===== config.mk =====
export PLATFORM = sky130hd
export DESIGN_NAME = timed_event_scheduler_unit
export DESIGN_NICKNAME = d
export VERILOG_FILES = /design/src/rtl/tes_pkg.sv /design/src/rtl/tes_ctrl.sv /design/src/rtl/tes_dp.sv /design/src/rtl/timed_event_scheduler_unit.sv
export SDC_FILE = /design/constraint.sdc
export NUM_CORES = 1
export LEC_CHECK = 0
export BUFFER_PORTS_ARGS = -buffer_cell sky130_fd_sc_hd__buf_2
export CAP_MARGIN = 20
export CORE_MARGIN = 2
export CORE_UTILIZATION = 36
export DETAILED_ROUTE_END_ITERATION = 7
export PLACE_DENSITY_LB_ADDON = 0.2
export SYNTH_ARGS = -nofsm -noshare
export SYNTH_HDL_FRONTEND = slang
export SYNTH_SLANG_ARGS = --single-unit

===== constraint.sdc =====
create_clock -name clk -period 10 [get_ports clk]
set_input_delay 2 -clock clk [delete_from_list [all_inputs] [get_ports clk]]
set_output_delay 2 -clock clk [all_outputs]
set_load 0.1 [all_outputs]

===== src/rtl/tes_pkg.sv =====
// ----------------------------------------------------------------------------
// Timed event scheduler package
// Shared constants, controller states and the command/status words that
// pass between the controller and the datapath.
// ----------------------------------------------------------------------------
package tes_pkg;

  localparam int SLOT_COUNT_DEF = 4;
  localparam int TIME_BITS_DEF  = 32;

  // most slots fired by one run word
  localparam int MAX_RESULTS = 4;
  localparam int RES_IDX_W   = $clog2(MAX_RESULTS);
  localparam int RES_CNT_W   = $clog2(MAX_RESULTS + 1);

  // operation codes
  localparam logic OP_SCHEDULE = 1'b0;
  localparam logic OP_RUN      = 1'b1;

  typedef enum logic [2:0] {
    ST_IDLE,
    ST_SCHED,
    ST_SCAN,
    ST_DECIDE,
    ST_EMIT
  } tes_state_t;

  typedef struct packed {
    logic load;          // capture the accepted word, restart scan and counts
    logic sched_write;   // write the scheduled slot and lower the earliest time
    logic scan_step;     // compare one slot against the best so far
    logic fire;          // clear the best slot and buffer its result
    logic set_earliest;  // record the earliest remaining due time
    logic emit_step;     // advance to the next buffered result
  } tes_cmd_t;

  typedef struct packed {
    logic scan_last;     // scan stands on the last slot
    logic fire_ok;       // best slot is pending, due and the buffer has room
    logic emit_last;     // current result is the final one of the word
  } tes_sts_t;

endpackage


===== src/rtl/tes_ctrl.sv =====
// ----------------------------------------------------------------------------
// Timed event scheduler controller
// Sequences schedule and run words over the datapath.
// ----------------------------------------------------------------------------
module tes_ctrl (
  input  logic              clk,
  input  logic              rst,
  input  logic              start,
  input  logic              operation,
  input  tes_pkg::tes_sts_t sts,
  output tes_pkg::tes_cmd_t cmd,
  output logic              busy,
  output logic              strobe
);

  tes_pkg::tes_state_t state;
  tes_pkg::tes_state_t state_next;

  always_ff @(posedge clk) begin
    if (rst) begin
      state <= tes_pkg::ST_IDLE;
    end else begin
      state <= state_next;
    end
  end

  always_comb begin
    state_next = state;
    unique case (state)
      tes_pkg::ST_IDLE: begin
        if (start) begin
          state_next = (operation == tes_pkg::OP_RUN) ? tes_pkg::ST_SCAN
                                                      : tes_pkg::ST_SCHED;
        end
      end
      tes_pkg::ST_SCHED: begin
        state_next = tes_pkg::ST_EMIT;
      end
      tes_pkg::ST_SCAN: begin
        if (sts.scan_last) begin
          state_next = tes_pkg::ST_DECIDE;
        end
      end
      tes_pkg::ST_DECIDE: begin
        state_next = sts.fire_ok ? tes_pkg::ST_SCAN : tes_pkg::ST_EMIT;
      end
      tes_pkg::ST_EMIT: begin
        if (sts.emit_last) begin
          state_next = tes_pkg::ST_IDLE;
        end
      end
      default: begin
        state_next = tes_pkg::ST_IDLE;
      end
    endcase
  end

  always_comb begin
    cmd    = '0;
    busy   = 1'b1;
    strobe = 1'b0;
    unique case (state)
      tes_pkg::ST_IDLE: begin
        busy     = 1'b0;
        cmd.load = start;
      end
      tes_pkg::ST_SCHED: begin
        cmd.sched_write = 1'b1;
      end
      tes_pkg::ST_SCAN: begin
        cmd.scan_step = 1'b1;
      end
      tes_pkg::ST_DECIDE: begin
        cmd.fire         = sts.fire_ok;
        cmd.set_earliest = !sts.fire_ok;
      end
      tes_pkg::ST_EMIT: begin
        strobe        = 1'b1;
        cmd.emit_step = 1'b1;
      end
      default: begin
        busy = 1'b1;
      end
    endcase
  end

endmodule


===== src/rtl/tes_dp.sv =====
// ----------------------------------------------------------------------------
// Timed event scheduler datapath
// Slot due times, earliest due time, the slot scan and the result buffer.
// ----------------------------------------------------------------------------
module tes_dp #(
  parameter int SLOT_COUNT = tes_pkg::SLOT_COUNT_DEF,
  parameter int TIME_BITS  = tes_pkg::TIME_BITS_DEF
) (
  input  logic              clk,
  input  logic              rst,
  input  tes_pkg::tes_cmd_t cmd,
  output tes_pkg::tes_sts_t sts,
  input  logic [1:0]        slot_index,
  input  logic [31:0]       now_time,
  input  logic [30:0]       delay_cycles,
  input  logic [31:0]       target_time,
  output logic              fired,
  output logic [1:0]        fired_slot,
  output logic [31:0]       fired_time,
  output logic [31:0]       next_due,
  output logic              last_item
);

  localparam int SW = (SLOT_COUNT > 1) ? $clog2(SLOT_COUNT) : 1;
  localparam logic [TIME_BITS-1:0] SIGN = {1'b1, {(TIME_BITS-1){1'b0}}};
  localparam logic [TIME_BITS-1:0] ONE  = TIME_BITS'(1);

  logic [TIME_BITS-1:0] due [SLOT_COUNT];
  logic [TIME_BITS-1:0] earliest;

  // captured word
  logic [TIME_BITS-1:0] sched_sum;
  logic [1:0]           slot_reg;
  logic [TIME_BITS-1:0] target_reg;

  // scan state
  logic [SW-1:0]        scan_idx;
  logic                 best_valid;
  logic [SW-1:0]        best_idx;
  logic [TIME_BITS-1:0] best_key;
  logic [TIME_BITS-1:0] best_due;

  // fired results of the current run word
  logic [SW-1:0]                  buf_slot [tes_pkg::MAX_RESULTS];
  logic [TIME_BITS-1:0]           buf_time [tes_pkg::MAX_RESULTS];
  logic [tes_pkg::RES_CNT_W-1:0]  fire_count;
  logic [tes_pkg::RES_IDX_W-1:0]  emit_idx;

  logic [TIME_BITS-1:0] sched_time;
  logic [TIME_BITS-1:0] earliest_diff;
  logic                 sched_lower;
  logic                 slot_in_range;
  logic [TIME_BITS-1:0] cur_due;
  logic [TIME_BITS-1:0] cur_key;
  logic                 cur_better;
  logic                 best_is_due;

  assign sched_time    = (sched_sum == '0) ? ONE : sched_sum;
  assign earliest_diff = earliest - sched_time;
  assign sched_lower   = (earliest == '0) ||
                         ((earliest_diff != '0) && !earliest_diff[TIME_BITS-1]);
  assign slot_in_range = (32'(slot_reg) < SLOT_COUNT);

  assign cur_due    = due[scan_idx];
  assign cur_key    = (cur_due - target_reg) ^ SIGN;
  assign cur_better = (cur_due != '0) && (!best_valid || (cur_key < best_key));
  // key at or below the sign point means due minus target is zero or negative
  assign best_is_due = (best_key <= SIGN);

  assign sts.scan_last = (scan_idx == SW'(SLOT_COUNT - 1));
  assign sts.fire_ok   = best_valid && best_is_due &&
                         (fire_count < tes_pkg::RES_CNT_W'(tes_pkg::MAX_RESULTS));
  assign sts.emit_last = (fire_count == '0) ||
                         ((tes_pkg::RES_CNT_W'(emit_idx) + 1'b1) == fire_count);

  // capture word, drive the scan
  always_ff @(posedge clk) begin
    if (rst) begin
      scan_idx   <= '0;
      best_valid <= 1'b0;
      fire_count <= '0;
      emit_idx   <= '0;
    end else begin
      if (cmd.load || cmd.fire) begin
        scan_idx   <= '0;
        best_valid <= 1'b0;
      end else if (cmd.scan_step) begin
        scan_idx <= sts.scan_last ? '0 : scan_idx + 1'b1;
        if (cur_better) begin
          best_valid <= 1'b1;
        end
      end
      if (cmd.load) begin
        fire_count <= '0;
        emit_idx   <= '0;
      end else begin
        if (cmd.fire) begin
          fire_count <= fire_count + 1'b1;
        end
        if (cmd.emit_step) begin
          emit_idx <= emit_idx + 1'b1;
        end
      end
    end
  end

  always_ff @(posedge clk) begin
    if (cmd.load) begin
      sched_sum  <= TIME_BITS'(now_time) + TIME_BITS'(delay_cycles);
      slot_reg   <= slot_index;
      target_reg <= TIME_BITS'(target_time);
    end
    if (cmd.scan_step && cur_better) begin
      best_idx <= scan_idx;
      best_key <= cur_key;
      best_due <= cur_due;
    end
    if (cmd.fire) begin
      buf_slot[fire_count[tes_pkg::RES_IDX_W-1:0]] <= best_idx;
      buf_time[fire_count[tes_pkg::RES_IDX_W-1:0]] <= best_due;
    end
  end

  // slot due times and earliest due time
  always_ff @(posedge clk) begin
    if (rst) begin
      for (int i = 0; i < SLOT_COUNT; i++) begin
        due[i] <= '0;
      end
      earliest <= '0;
    end else begin
      for (int i = 0; i < SLOT_COUNT; i++) begin
        if (cmd.sched_write && slot_in_range && (32'(slot_reg) == i)) begin
          due[i] <= sched_time;
        end else if (cmd.fire && (32'(best_idx) == i)) begin
          due[i] <= '0;
        end
      end
      if (cmd.sched_write && slot_in_range && sched_lower) begin
        earliest <= sched_time;
      end else if (cmd.set_earliest) begin
        earliest <= best_valid ? best_due : '0;
      end
    end
  end

  assign fired      = (fire_count != '0);
  assign fired_slot = fired ? 2'(buf_slot[emit_idx]) : 2'd0;
  assign fired_time = fired ? 32'(buf_time[emit_idx]) : 32'd0;
  assign next_due   = 32'(earliest);
  assign last_item  = sts.emit_last;

  a_count_bound: assert property (@(posedge clk) disable iff (rst)
    fire_count <= tes_pkg::RES_CNT_W'(tes_pkg::MAX_RESULTS))
    else $error("fire count exceeds result buffer");

  a_fire_needs_best: assert property (@(posedge clk) disable iff (rst)
    cmd.fire |-> best_valid && best_is_due)
    else $error("slot fired without a due candidate");

  a_fire_clears: assert property (@(posedge clk) disable iff (rst)
    cmd.fire |=> due[$past(best_idx)] == '0)
    else $error("fired slot still pending");

  a_earliest_pending: assert property (@(posedge clk) disable iff (rst)
    cmd.set_earliest && best_valid |=> earliest != '0)
    else $error("earliest time lost with a slot still pending");

endmodule


===== src/rtl/timed_event_scheduler_unit.sv =====
// ----------------------------------------------------------------------------
// Timed event scheduler unit
// Keeps a due time for each event slot, schedules slots and fires every slot
// due by a target time, reporting each fired slot as a result word.
// ----------------------------------------------------------------------------
//
//  Channel   Handshake            Fields
//  --------  -------------------  -------------------------------------------
//  input     start && !busy       operation, slot_index, now_time,
//                                 delay_cycles, target_time
//  result    strobe (one cycle)   fired, fired_slot, fired_time, next_due,
//                                 last_item
//
//  Schedule word: busy after acceptance while it writes the slot and then
//  shows the result; the next word is taken on the cycle after the result.
//  Run word: scan and decide repeat for each fired slot and once more, then
//  one result per fired slot, or one if none fired. One shared compare walks
//  the slots one per cycle for each pick, so the scan sets the run time.
//  Reset clears all slots and the earliest due time at once.
//  Results cannot be stalled: each one stands for exactly one cycle.
//
module timed_event_scheduler_unit #(
  parameter int SLOT_COUNT = tes_pkg::SLOT_COUNT_DEF,
  parameter int TIME_BITS  = tes_pkg::TIME_BITS_DEF
) (
  input  logic        clk,
  input  logic        rst,
  input  logic        start,
  output logic        busy,
  input  logic        operation,
  input  logic [1:0]  slot_index,
  input  logic [31:0] now_time,
  input  logic [30:0] delay_cycles,
  input  logic [31:0] target_time,
  output logic        strobe,
  output logic        fired,
  output logic [1:0]  fired_slot,
  output logic [31:0] fired_time,
  output logic [31:0] next_due,
  output logic        last_item
);

  tes_pkg::tes_cmd_t cmd;
  tes_pkg::tes_sts_t sts;

  // sequence the word: capture, schedule or scan/fire, then emit results
  tes_ctrl u_ctrl (
    .clk       (clk),
    .rst       (rst),
    .start     (start),
    .operation (operation),
    .sts       (sts),
    .cmd       (cmd),
    .busy      (busy),
    .strobe    (strobe)
  );

  // hold slot times, scan for the oldest pending slot, buffer fired results
  tes_dp #(
    .SLOT_COUNT (SLOT_COUNT),
    .TIME_BITS  (TIME_BITS)
  ) u_dp (
    .clk          (clk),
    .rst          (rst),
    .cmd          (cmd),
    .sts          (sts),
    .slot_index   (slot_index),
    .now_time     (now_time),
    .delay_cycles (delay_cycles),
    .target_time  (target_time),
    .fired        (fired),
    .fired_slot   (fired_slot),
    .fired_time   (fired_time),
    .next_due     (next_due),
    .last_item    (last_item)
  );

endmodule


==> flow_metrics.tcl, run 1 <==
set metrics [dict create \
    num_vias 16320 \
    max_freq_ghz 0.1303 \
    ys_ff_latch 443 \
    multi_input_area_mm2 0.009738 \
    ant_nets 0 \
    grt_max_degree 67 \
    grt_use_total 0.2020 \
    ys_warn_count 0 \
    slew_headroom 0.3498 \
    io_buffers 170 \
    end_kind "register" \
    start_kind "register" \
    cts_sinks 443 \
    cts_tree "done" \
    nets 2315 \
    status "completed" \
    power_density_mw_per_mm2 179.2 \
    synthTopCellsByArea "edfxtp_1 51%, ha_1 6.9%, mux4_2 6.3%" \
    die_area_mm2 0.06728 \
    areaGrowthSynthToFinish_pct 13.99 \
    hpwl_mm 48.65 \
    cp_data_arrival_time_ps 7900 \
    finalCritPeriodShare 0.7676 \
    core_mm2 0.06446 \
    overflow 0 \
    synthesis.nets 2162 \
    pin_count 171 \
    worstPathMaxFanout 36 \
    wl_per_cell_um 22.98 \
    die_h_um 259.4 \
    fillers 6078 \
    regArea_mm2 0.01283 \
    drtIter0Drc 1223 \
    fin_area_mm2 0.02677 \
    placed_area_mm2 0.02518 \
    diodes 0 \
    drv_cap 0 \
    most-common-layout-cells "396 x edfxtp_1, 170 x buf_2, 130 x inv_1, 130 x ha_1, 113 x nand2_1" \
    syn_avg_cell_area_um2 12.18 \
    min_path_cells 0 \
    final.setup.tns_ps 0 \
    synth_ff_type "edfxtp_1" \
    critPathKind "register to register" \
    hold_violations 0 \
    synth-edff-count 396 \
    syn_inst 1928 \
    synth_cell_types 77 \
    finalWirelength_mm 68.43 \
    drv_slew 0 \
    synth.yosys.seq_area_share 0.5465 \
    grt_pass1_wl_mm 102.1 \
    post-route-drc-count 0 \
    start_util 0.3642 \
    gp_congestion 0.8771 \
    setup_viol 0 \
    firstDrtPassIters 5 \
    hold_path_class "register to register" \
    syn_area_mm2 0.02348 \
    post_cts_buffers 0 \
    die_w_um 259.4 \
    vdd_ir_drop_max_mv 0.1046 \
    rsz0062_at_grt "no" \
    tightest_slew_ps 975.4 \
    h-tree-depth 2 \
    antenna_found_initial 1 \
    cts.clk_slew.worst_paths_ps 60 \
    clockBufferDepth 3 \
    clk-insertion-delay-late_ps 600 \
    synth_top_area_frac 0.5064 \
    min_period_ps 7676 \
    viasPerCell 5.483 \
    fin_worst_skew_ps 20.05 \
    async_flop_share 0 \
    yosys.area.top_type "edfxtp_1" \
    cp.required_ps 10220 \
    reg2reg_depth 24 \
    ctsHoldBuffers 0 \
    rows 93 \
    cts.repair.resized 0 \
    grt_pass1_vias 16010 \
    layout-drive-gt1-share 0.1885 \
    root_buffer "clkbuf_16" \
    final_common_cell "edfxtp_1" \
    p_leak_uw 0.01019 \
    cts_buffers 49 \
]
==> final timing paths <==
kind                          from                 to  slack [ps]
setup / recovery          register  u_dp.best_due[21]        2320
hold / removal    u_dp.scan_idx[1]   u_dp.best_idx[1]         480
setup reg to reg          register  u_dp.best_due[21]        2320
hold reg to reg   u_dp.scan_idx[1]   u_dp.best_idx[1]         480
==> synthesized netlist by cell type, types with 12 or more instances <==
cell      count
a21o_1       45
a21oi_1      92
a311oi_2     30
a31oi_1      13
and2_1       43
and3_1       37
clkbuf_1     68
dfxtp_1      47
edfxtp_1    396
ha_1        130
inv_1       130
mux2i_1      12
mux4_2       66
nand2_1     114
nand2b_1     15
nand3_1      57
nand4_1      22
nor2_1      103
nor2b_1      55
nor3_1       87
nor4_1       67
o21a_1       18
o21ai_0      52
xnor2_1      52
xor2_1       17
==> kinds of logic (layout without fill, tap and decap cells) <==
family                     after synthesis  in the layout  synth area share
buffers and inverters                  226            420           0.04066
AOI/OAI and AO/OA                      345            345            0.1066
muxes                                   78             78           0.06842
and+or+nand+nor                        634            634            0.1403
DFF                                    443            443            0.5465
adders and majority gates              133            133           0.07183
xor gates and xnor gates                69             69           0.02574
==> critical path, cell delays in order (launching register included) <==
cell	delay, ps
dfxtp_1	750
buf_4	460
mux4_2	430
ha_1	350
a21o_1	180
a311oi_1	140
o41ai_1	680
a221o_1	340
a21oi_1	120
nor2b_1	250
a41oi_1	190
a21oi_1	300
and2_1	200
o21ai_0	80
a221oi_1	440
ha_1	330
o21ai_0	80
nand2b_1	80
a21oi_1	140
nor2b_1	60
o21ai_0	140
nand2b_1	70
a21oi_1	140
o41a_2	670
buf_4	590
==> layout make-up <==
| type | instances | area share |
|---|---|---|
| Timing Repair Buffer | 196 | 0.03908 |
| Clock inverter | 22 | 0.006965 |
| Clock buffer | 70 | 0.05212 |
| Tap cell | 855 | 0.03997 |
| Inverter | 132 | 0.01851 |
| Multi-Input combinational cell | 1259 | 0.3638 |
| Sequential cell | 443 | 0.4795 |
==> layer usage <==
layer	track usage	share of wire
met5	0	0
met4	0.07040	0.034
met3	0.03583	0.066
met2	0.3264	0.47
met1	0.2733	0.43
==> through the flow <==
step           utilization  hold slack [ps]  instances  setup WS, ps  power [uW]
2_1_floorplan            -            433.5       1928          2463        2808
3_3_place_gp        0.3907            448.2       2885          2373        3062
3_5_place_dp        0.3907            464.2       2885          2299        3070
4_1_cts             0.4152            478.1       2977          2266        4833
5_1_grt             0.4152            499.0       2977          1664        4999
6_report            0.4152            477.5       2977          2324        4798
==> where the power goes <==
group / switching, uW / internal, uW / leakage [uW]
clock: 736 / 1020 / 0.000779
combinational: 528 / 293 / 0.00524
sequential: 96.3 / 2120 / 0.00417
Power figures use the tool's default switching activity.
==> run 2, diff against run 1 <==
- clock period: 10 -> 6.8 ns (I/O delays scaled with it)
==> run 2 against run 1 <==
Effect of this change:
- first-iteration DRC count shrank 1.7%
- global-route usage increased by 0.057 points
- clock power increased by 47%
- clock skew grew 4.6 ps
- clock-buffer cell count shrank 3
- critical endpoint is now u_dp.best_due[30]
==> flow_metrics.tcl, run 2 (synthesis results as in run 1) <==
set metrics [dict create \
    layout-drive-gt1-share 0.1893 \
    nets 2321 \
    cts_sinks 443 \
    start_util 0.3642 \
    areaGrowthSynthToFinish_pct 14.30 \
    antenna_found_initial 0 \
    wl_met2_mm 32.38 \
    viasPerCell 5.500 \
    drv_cap 0 \
    hold_violations 0 \
    tightest_slew_ps 999.9 \
    setup_viol 0 \
    rows 93 \
    max_freq_ghz 0.1618 \
    status "completed" \
    cts.clk_slew.worst_paths_ps 60 \
    die_area_mm2 0.06728 \
    drv_slew 0 \
    dr.max_layer_used "met4" \
    worstSetupEndpoint "u_dp.best_due[30]" \
    grt_max_degree 68 \
    diodes 0 \
    reg2reg_depth 24 \
    wl_per_cell_um 23.07 \
    ctsHoldBuffers 0 \
    p_leak_uw 0.01020 \
    clockBufferDepth 3 \
    grt_use_total 0.2026 \
    die_h_um 259.4 \
    clk-insertion-delay-late_ps 600 \
    cts.repair.resized 0 \
    finalWirelength_mm 68.71 \
    fin_worst_skew_ps 24.67 \
    final.setup.tns_ps 0 \
    r2r_end "u_dp.best_due[30]" \
    reg2reg_slack_ps 620 \
    finalCritPeriodShare 0.9087 \
    cts_buffers 48 \
    gp_congestion 0.8990 \
    num_vias 16390 \
    final_common_cell "edfxtp_1" \
    hold_path_class "register to register" \
    firstDrtPassIters 6 \
    io_buffers 170 \
    most-common-layout-cells "396 x edfxtp_1, 170 x buf_2, 130 x inv_1, 130 x ha_1, 114 x nand2_1" \
    power_density_mw_per_mm2 263.2 \
    wl_met3_mm 4.489 \
    post_cts_buffers 0 \
    core_mm2 0.06446 \
    slew_headroom 0.3320 \
    critPathKind "register to register" \
    fillers 6106 \
    grt_pass1_vias 16100 \
    ant_nets 0 \
    worstPathMaxFanout 32 \
    met1_length_mm 29.21 \
    hpwl_mm 49.45 \
    utilization 0.4163 \
    end_kind "register" \
    drtIter0Drc 1202 \
    h-tree-depth 2 \
    min_period_ps 6179 \
    post-route-drc-count 0 \
    grt_pass1_wl_mm 102.4 \
    root_buffer "clkbuf_16" \
    start_kind "register" \
    rsz0062_at_grt "no" \
    die_w_um 259.4 \
    cp_data_arrival_time_ps 6460 \
    pin_count 171 \
    vdd_ir_drop_max_mv 0.1501 \
    cp.required_ps 7080 \
    cts_tree "done" \
    overflow 0 \
]
-- run 2: per-layer routing --
metal | up-vias | track usage
li1 | 7658 | -
met1 | 8032 | 0.2702
met2 | 575 | 0.3307
met3 | 120 | 0.03251
met4 | 0 | 0.07870
met5 | - | 0
-- run 2: through the flow --
step / instance area [um2] / cells / power [uW] / hold WS (ps) / worst slack [ps]
after floorplan: 23480 / 1928 / 4128 / 433.5 / 124.0
after global placement: 25260 / 2892 / 4521 / 459.8 / 406.8
after detailed placement: 25260 / 2892 / 4531 / 470.0 / 439.2
after CTS: 26820 / 2979 / 7116 / 481.3 / 357.2
after global routing: 26840 / 2979 / 7353 / 504.4 / 66.49
final: 26840 / 2979 / 7065 / 476.0 / 620.8
-- run 2: power by group --
group	internal [uW]	switching, uW	total [uW]
Sequential	3120	145	3260
Combinational	437	786	1220
Clock	1500	1080	2580
Total	5050	2010	7060
-- run 2: how the worst min path moves through the flow --
stage	to	from	cells past startpoint	slack, ps
6_report	u_dp.best_idx[1]	u_dp.scan_idx[1]	0	480
5_1_grt	u_dp.best_idx[1]	u_dp.scan_idx[1]	0	500
4_1_cts	u_dp.best_idx[1]	u_dp.scan_idx[1]	0	480
3_5_place_dp	u_dp.best_idx[1]	u_dp.scan_idx[1]	0	470
3_3_place_gp	u_dp.best_idx[1]	u_dp.scan_idx[1]	0	460
2_1_floorplan	u_dp.best_idx[1]	u_dp.scan_idx[1]	0	430
-- run 2: area by class of cell --
type / instances / area (um2) / share of cell area
clock buffers: 67 / 1343 / 0.05003
clock inverters: 20 / 212.7 / 0.007926
inverters: 132 / 495.5 / 0.01846
multi-input cells: 1259 / 9744 / 0.3631
flip-flops and latches: 443 / 12840 / 0.4783
well taps: 855 / 1070 / 0.03986
repair buffers: 203 / 1136 / 0.04233
-- run 2: worst max-delay path, stage by stage, from the launching register on --
cell and delay (ps):
dfxtp_2 500, buf_12 290, mux4_2 590, ha_1 370, o21a_1 140, nor2_1 50
o41ai_2 520, a221o_1 300, a21oi_1 120, nor2b_1 260, a41oi_2 180, a21oi_1 200
and2_1 170, o21ai_0 80, a221oi_1 400, ha_1 330, o21ai_0 80, nand2b_1 80
a21oi_1 150, nor2b_1 60, o21ai_0 140, nand2b_1 70, a21oi_1 150, o41a_2 320
buf_12 260
==> run 3, diff against run 2 <==
--- a/config.mk
+++ b/config.mk
@@ -7,2 +7,3 @@
 export LEC_CHECK = 0
+export ABC_AREA = 1
 export BUFFER_PORTS_ARGS = -buffer_cell sky130_fd_sc_hd__buf_2
==> constraint.sdc (replaced) <==
create_clock -name clk -period 6.8 [get_ports clk]
set_input_delay 0.34 -clock clk [delete_from_list [all_inputs] [get_ports clk]]
set_output_delay 0.34 -clock clk [all_outputs]
set_load 0.1 [all_outputs]
==> run 3 against run 2 <==
Effect of this change:
- clock skew is 5.3 ps lower
- register-to-register slack better by 390 ps
- area after synthesis is 1.2% higher
- largest power group is now combinational logic
- sequential power is 22% higher
- routed wire length is 3.4% higher
- hold slack worse by 410 ps
- core utilization is 0.50 points higher
- die area is 1.2% higher
- non-clock buffer count is 41 higher
- setup slack better by 390 ps
- flip-flop and latch count stayed put
==> flow_metrics.tcl, run 3 <==
set metrics [dict create \
    drtIter0Drc 1331 \
    io_buffers 170 \
    viasPerCell 5.057 \
    clockBufferDepth 3 \
    hpwl_mm 51.38 \
    die_w_um 261.0 \
    reg2reg_depth 23 \
    synth_ff_type "edfxtp_1" \
    post_cts_buffers 0 \
    core_mm2 0.06551 \
    max_freq_ghz 0.1726 \
    cts_buffers 48 \
    async_flop_share 0 \
    post-route-drc-count 0 \
    synth-xor-area-share 0.02542 \
    hold_path_class "input pin to register" \
    wl_per_cell_um 19.08 \
    syn_area_mm2 0.02377 \
    synth_cell_types 51 \
    cts_tree "done" \
    slew_headroom 0.2972 \
    grt_pass1_wl_mm 106.9 \
    cp.required_ps 7050 \
    worstSetupEndpoint "u_dp.best_due[19]" \
    finalWirelength_mm 71.07 \
    rsz0062_at_grt "no" \
    status "completed" \
    drv_cap 0 \
    final.setup.tns_ps 0 \
    crit_top_cell "a21oi_1" \
    layout-drive-gt1-share 0.1091 \
    utilization 0.4213 \
    synth_top_area_frac 0.5003 \
    totalPowerFinal_uw 11270 \
    root_buffer "clkbuf_16" \
    die_h_um 261.0 \
    crit_chain "buf_4 -> o21ai_0 -> o22ai_1 -> ha_1 -> a21oi_1 -> nand2_1 -> a21oi_1 -> o21ai_1 -> a21boi_0 -> o21ai_1 -> a21boi_0 -> o21bai_1 -> a21oi_1 -> xnor2_1 -> ha_1 -> a21oi_1 -> nor2_1 -> a211oi_1 -> o221ai_1 -> a21oi_1 -> nand2_1 -> a21oi_4 -> buf_12" \
    grt_use_total 0.2059 \
    placed_area_mm2 0.02575 \
    synthTopCellsByArea "edfxtp_1 50%, nand2_1 7.2%, ha_1 6.8%" \
    pin_count 171 \
    synth_top_family_by_area "simple AND/OR/NAND/NOR gates" \
    rows 94 \
    antenna_found_initial 0 \
    cp_data_arrival_time_ps 6040 \
    start_util 0.3628 \
    synthesis.nets 2847 \
    drv_slew 0 \
    h-tree-depth 2 \
    yosys.area_share.adder 0.07095 \
    critical_path_depth 23 \
    synth.yosys.seq_area_share 0.5398 \
    critical-path-top-delay-family "compound AO/OA/AOI/OAI gates" \
    synth_compound_area_frac 0.09559 \
    grt_pass1_vias 17980 \
    fin_worst_skew_ps 19.37 \
    slowest_stage "a21boi_0" \
    ant_nets 0 \
    cts.clk_slew.worst_paths_ps 60 \
    grt_max_degree 70 \
    synth_most_common_cell "nand2_1" \
    end_kind "register" \
    most-common-layout-cells "455 x nand2_1, 423 x nor2_1, 396 x edfxtp_1" \
    setup_viol 0 \
    finalCritPeriodShare 0.8519 \
    firstDrtPassIters 8 \
    clk-insertion-delay-late_ps 590 \
    overflow 0 \
    yosys.area.top_type "edfxtp_1" \
    min_period_ps 5793 \
    gp_congestion 0.9247 \
    hold_violations 0 \
    reg2reg_slack_ps 1010 \
    nets 3054 \
    cts_sinks 443 \
    synth_common_cells "456 x nand2_1, 428 x nor2_1, 396 x edfxtp_1" \
    muxShareOfSynthArea 0 \
    critPathMaxStageDelay_ps 540 \
    final_common_cell "nand2_1" \
    tightest_slew_ps 1054 \
    critPathKind "register to register" \
    syn_avg_cell_area_um2 9.097 \
    p_leak_uw 0.01184 \
    synth-edff-count 396 \
    ys_warn_count 0 \
    crit_buf_inv 2 \
    num_vias 18840 \
    die_area_mm2 0.06810 \
    syn_inst 2613 \
    synth_simple_gate_area_frac 0.2024 \
    power_density_mw_per_mm2 408.3 \
    fin_area_mm2 0.02760 \
    worstPathMaxFanout 64 \
    areaGrowthSynthToFinish_pct 16.12 \
    ys_ff_latch 443 \
    start_kind "register" \
    r2r_end "u_dp.best_due[19]" \
    vdd_ir_drop_max_mv 0.2360 \
]
==> run 3: cell count changes after synthesis, moves of 44 or more <==
cell and delta:
mux4_2 -66, nand2_1 +342, o21ai_0 +106, inv_1 +179
a21o_1 -44, nor2b_1 -55, nor2_1 +325, nand3_1 +67
a21oi_1 +80, nor3_1 -71
==> run 3: per-stage QoR <==
stage	worst slack (ps)	hold WS [ps]	cells
final	1007	65.30	3725
after floorplan	428.4	434.5	2613
after detailed placement	1106	450.4	3600
after global placement	1146	454.2	3597
after CTS	1045	42.14	3724
after global routing	335.1	61.35	3724
==> run 3: worst register-to-register path: stages (launching register included) <==
cell	delay (ps)
dfxtp_1	350
buf_4	510
o21ai_0	220
o22ai_1	400
ha_1	360
a21oi_1	160
nand2_1	90
a21oi_1	230
o21ai_1	130
a21boi_0	540
o21ai_1	220
a21boi_0	330
o21bai_1	150
a21oi_1	200
xnor2_1	110
ha_1	190
a21oi_1	140
nor2_1	50
a211oi_1	190
o221ai_1	160
a21oi_1	140
nand2_1	100
a21oi_4	170
buf_12	300
==> run 3: power breakdown <==
part           internal, uW  switching [uW]
registers              3580             397
logic                  1380            3390
clock network          1450            1070
==> run 3: worst min path at each step <==
stage | startpoint | to | slack, ps | depth (start not counted)
floorplan | u_dp.scan_idx[1] | u_dp.best_idx[1] | 430 | 0
global placement | u_dp.scan_idx[1] | u_dp.best_idx[1] | 450 | 0
detailed placement | u_dp.scan_idx[1] | u_dp.best_idx[1] | 450 | 0
CTS | now_time[31] | u_dp.sched_sum[31] | 40 | 2
global route | now_time[31] | u_dp.sched_sum[31] | 60 | 2
finish | delay_cycles[0] | u_dp.sched_sum[0] | 70 | 2
==> run 3: timing repair <==
action                                 CTS  global route
endpoints found under the hold margin   34             0
hold buffers                            34             0
resized for setup                        0             0
==> run 3: logic make-up (layout without fill, tap and decap cells) <==
group | after synthesis | count (layout)
flip-flops | 443 | 443
AND/OR/NAND/NOR | 1144 | 1144
adder cells (fa/ha/maj) | 133 | 133
AO/OA/AOI/OAI | 419 | 419
XOR/XNOR | 69 | 69
other | 0 | 1
buffers and inverters | 405 | 652
==> run 3: cell type report <==
cell class,instances,area (um2)
Antenna cell,1,2.502
Tap cell,864,1081
Timing Repair Buffer,244,1536
Fill cell,6419,37910
Clock buffer,69,1300
Inverter,318,1194
Clock inverter,21,214.0
Sequential cell,443,12830
Multi-Input combinational cell,1765,9440
==> run 3: per-layer routing <==
metal / up-vias / share of wire / track usage
met2: 538 / 0.47 / 0.3404
li1: 9308 / - / -
met1: 8897 / 0.45 / 0.2761
met3: 94 / 0.060 / 0.03504
met5: - / 0 / 0
met4: 0 / 0.027 / 0.06413
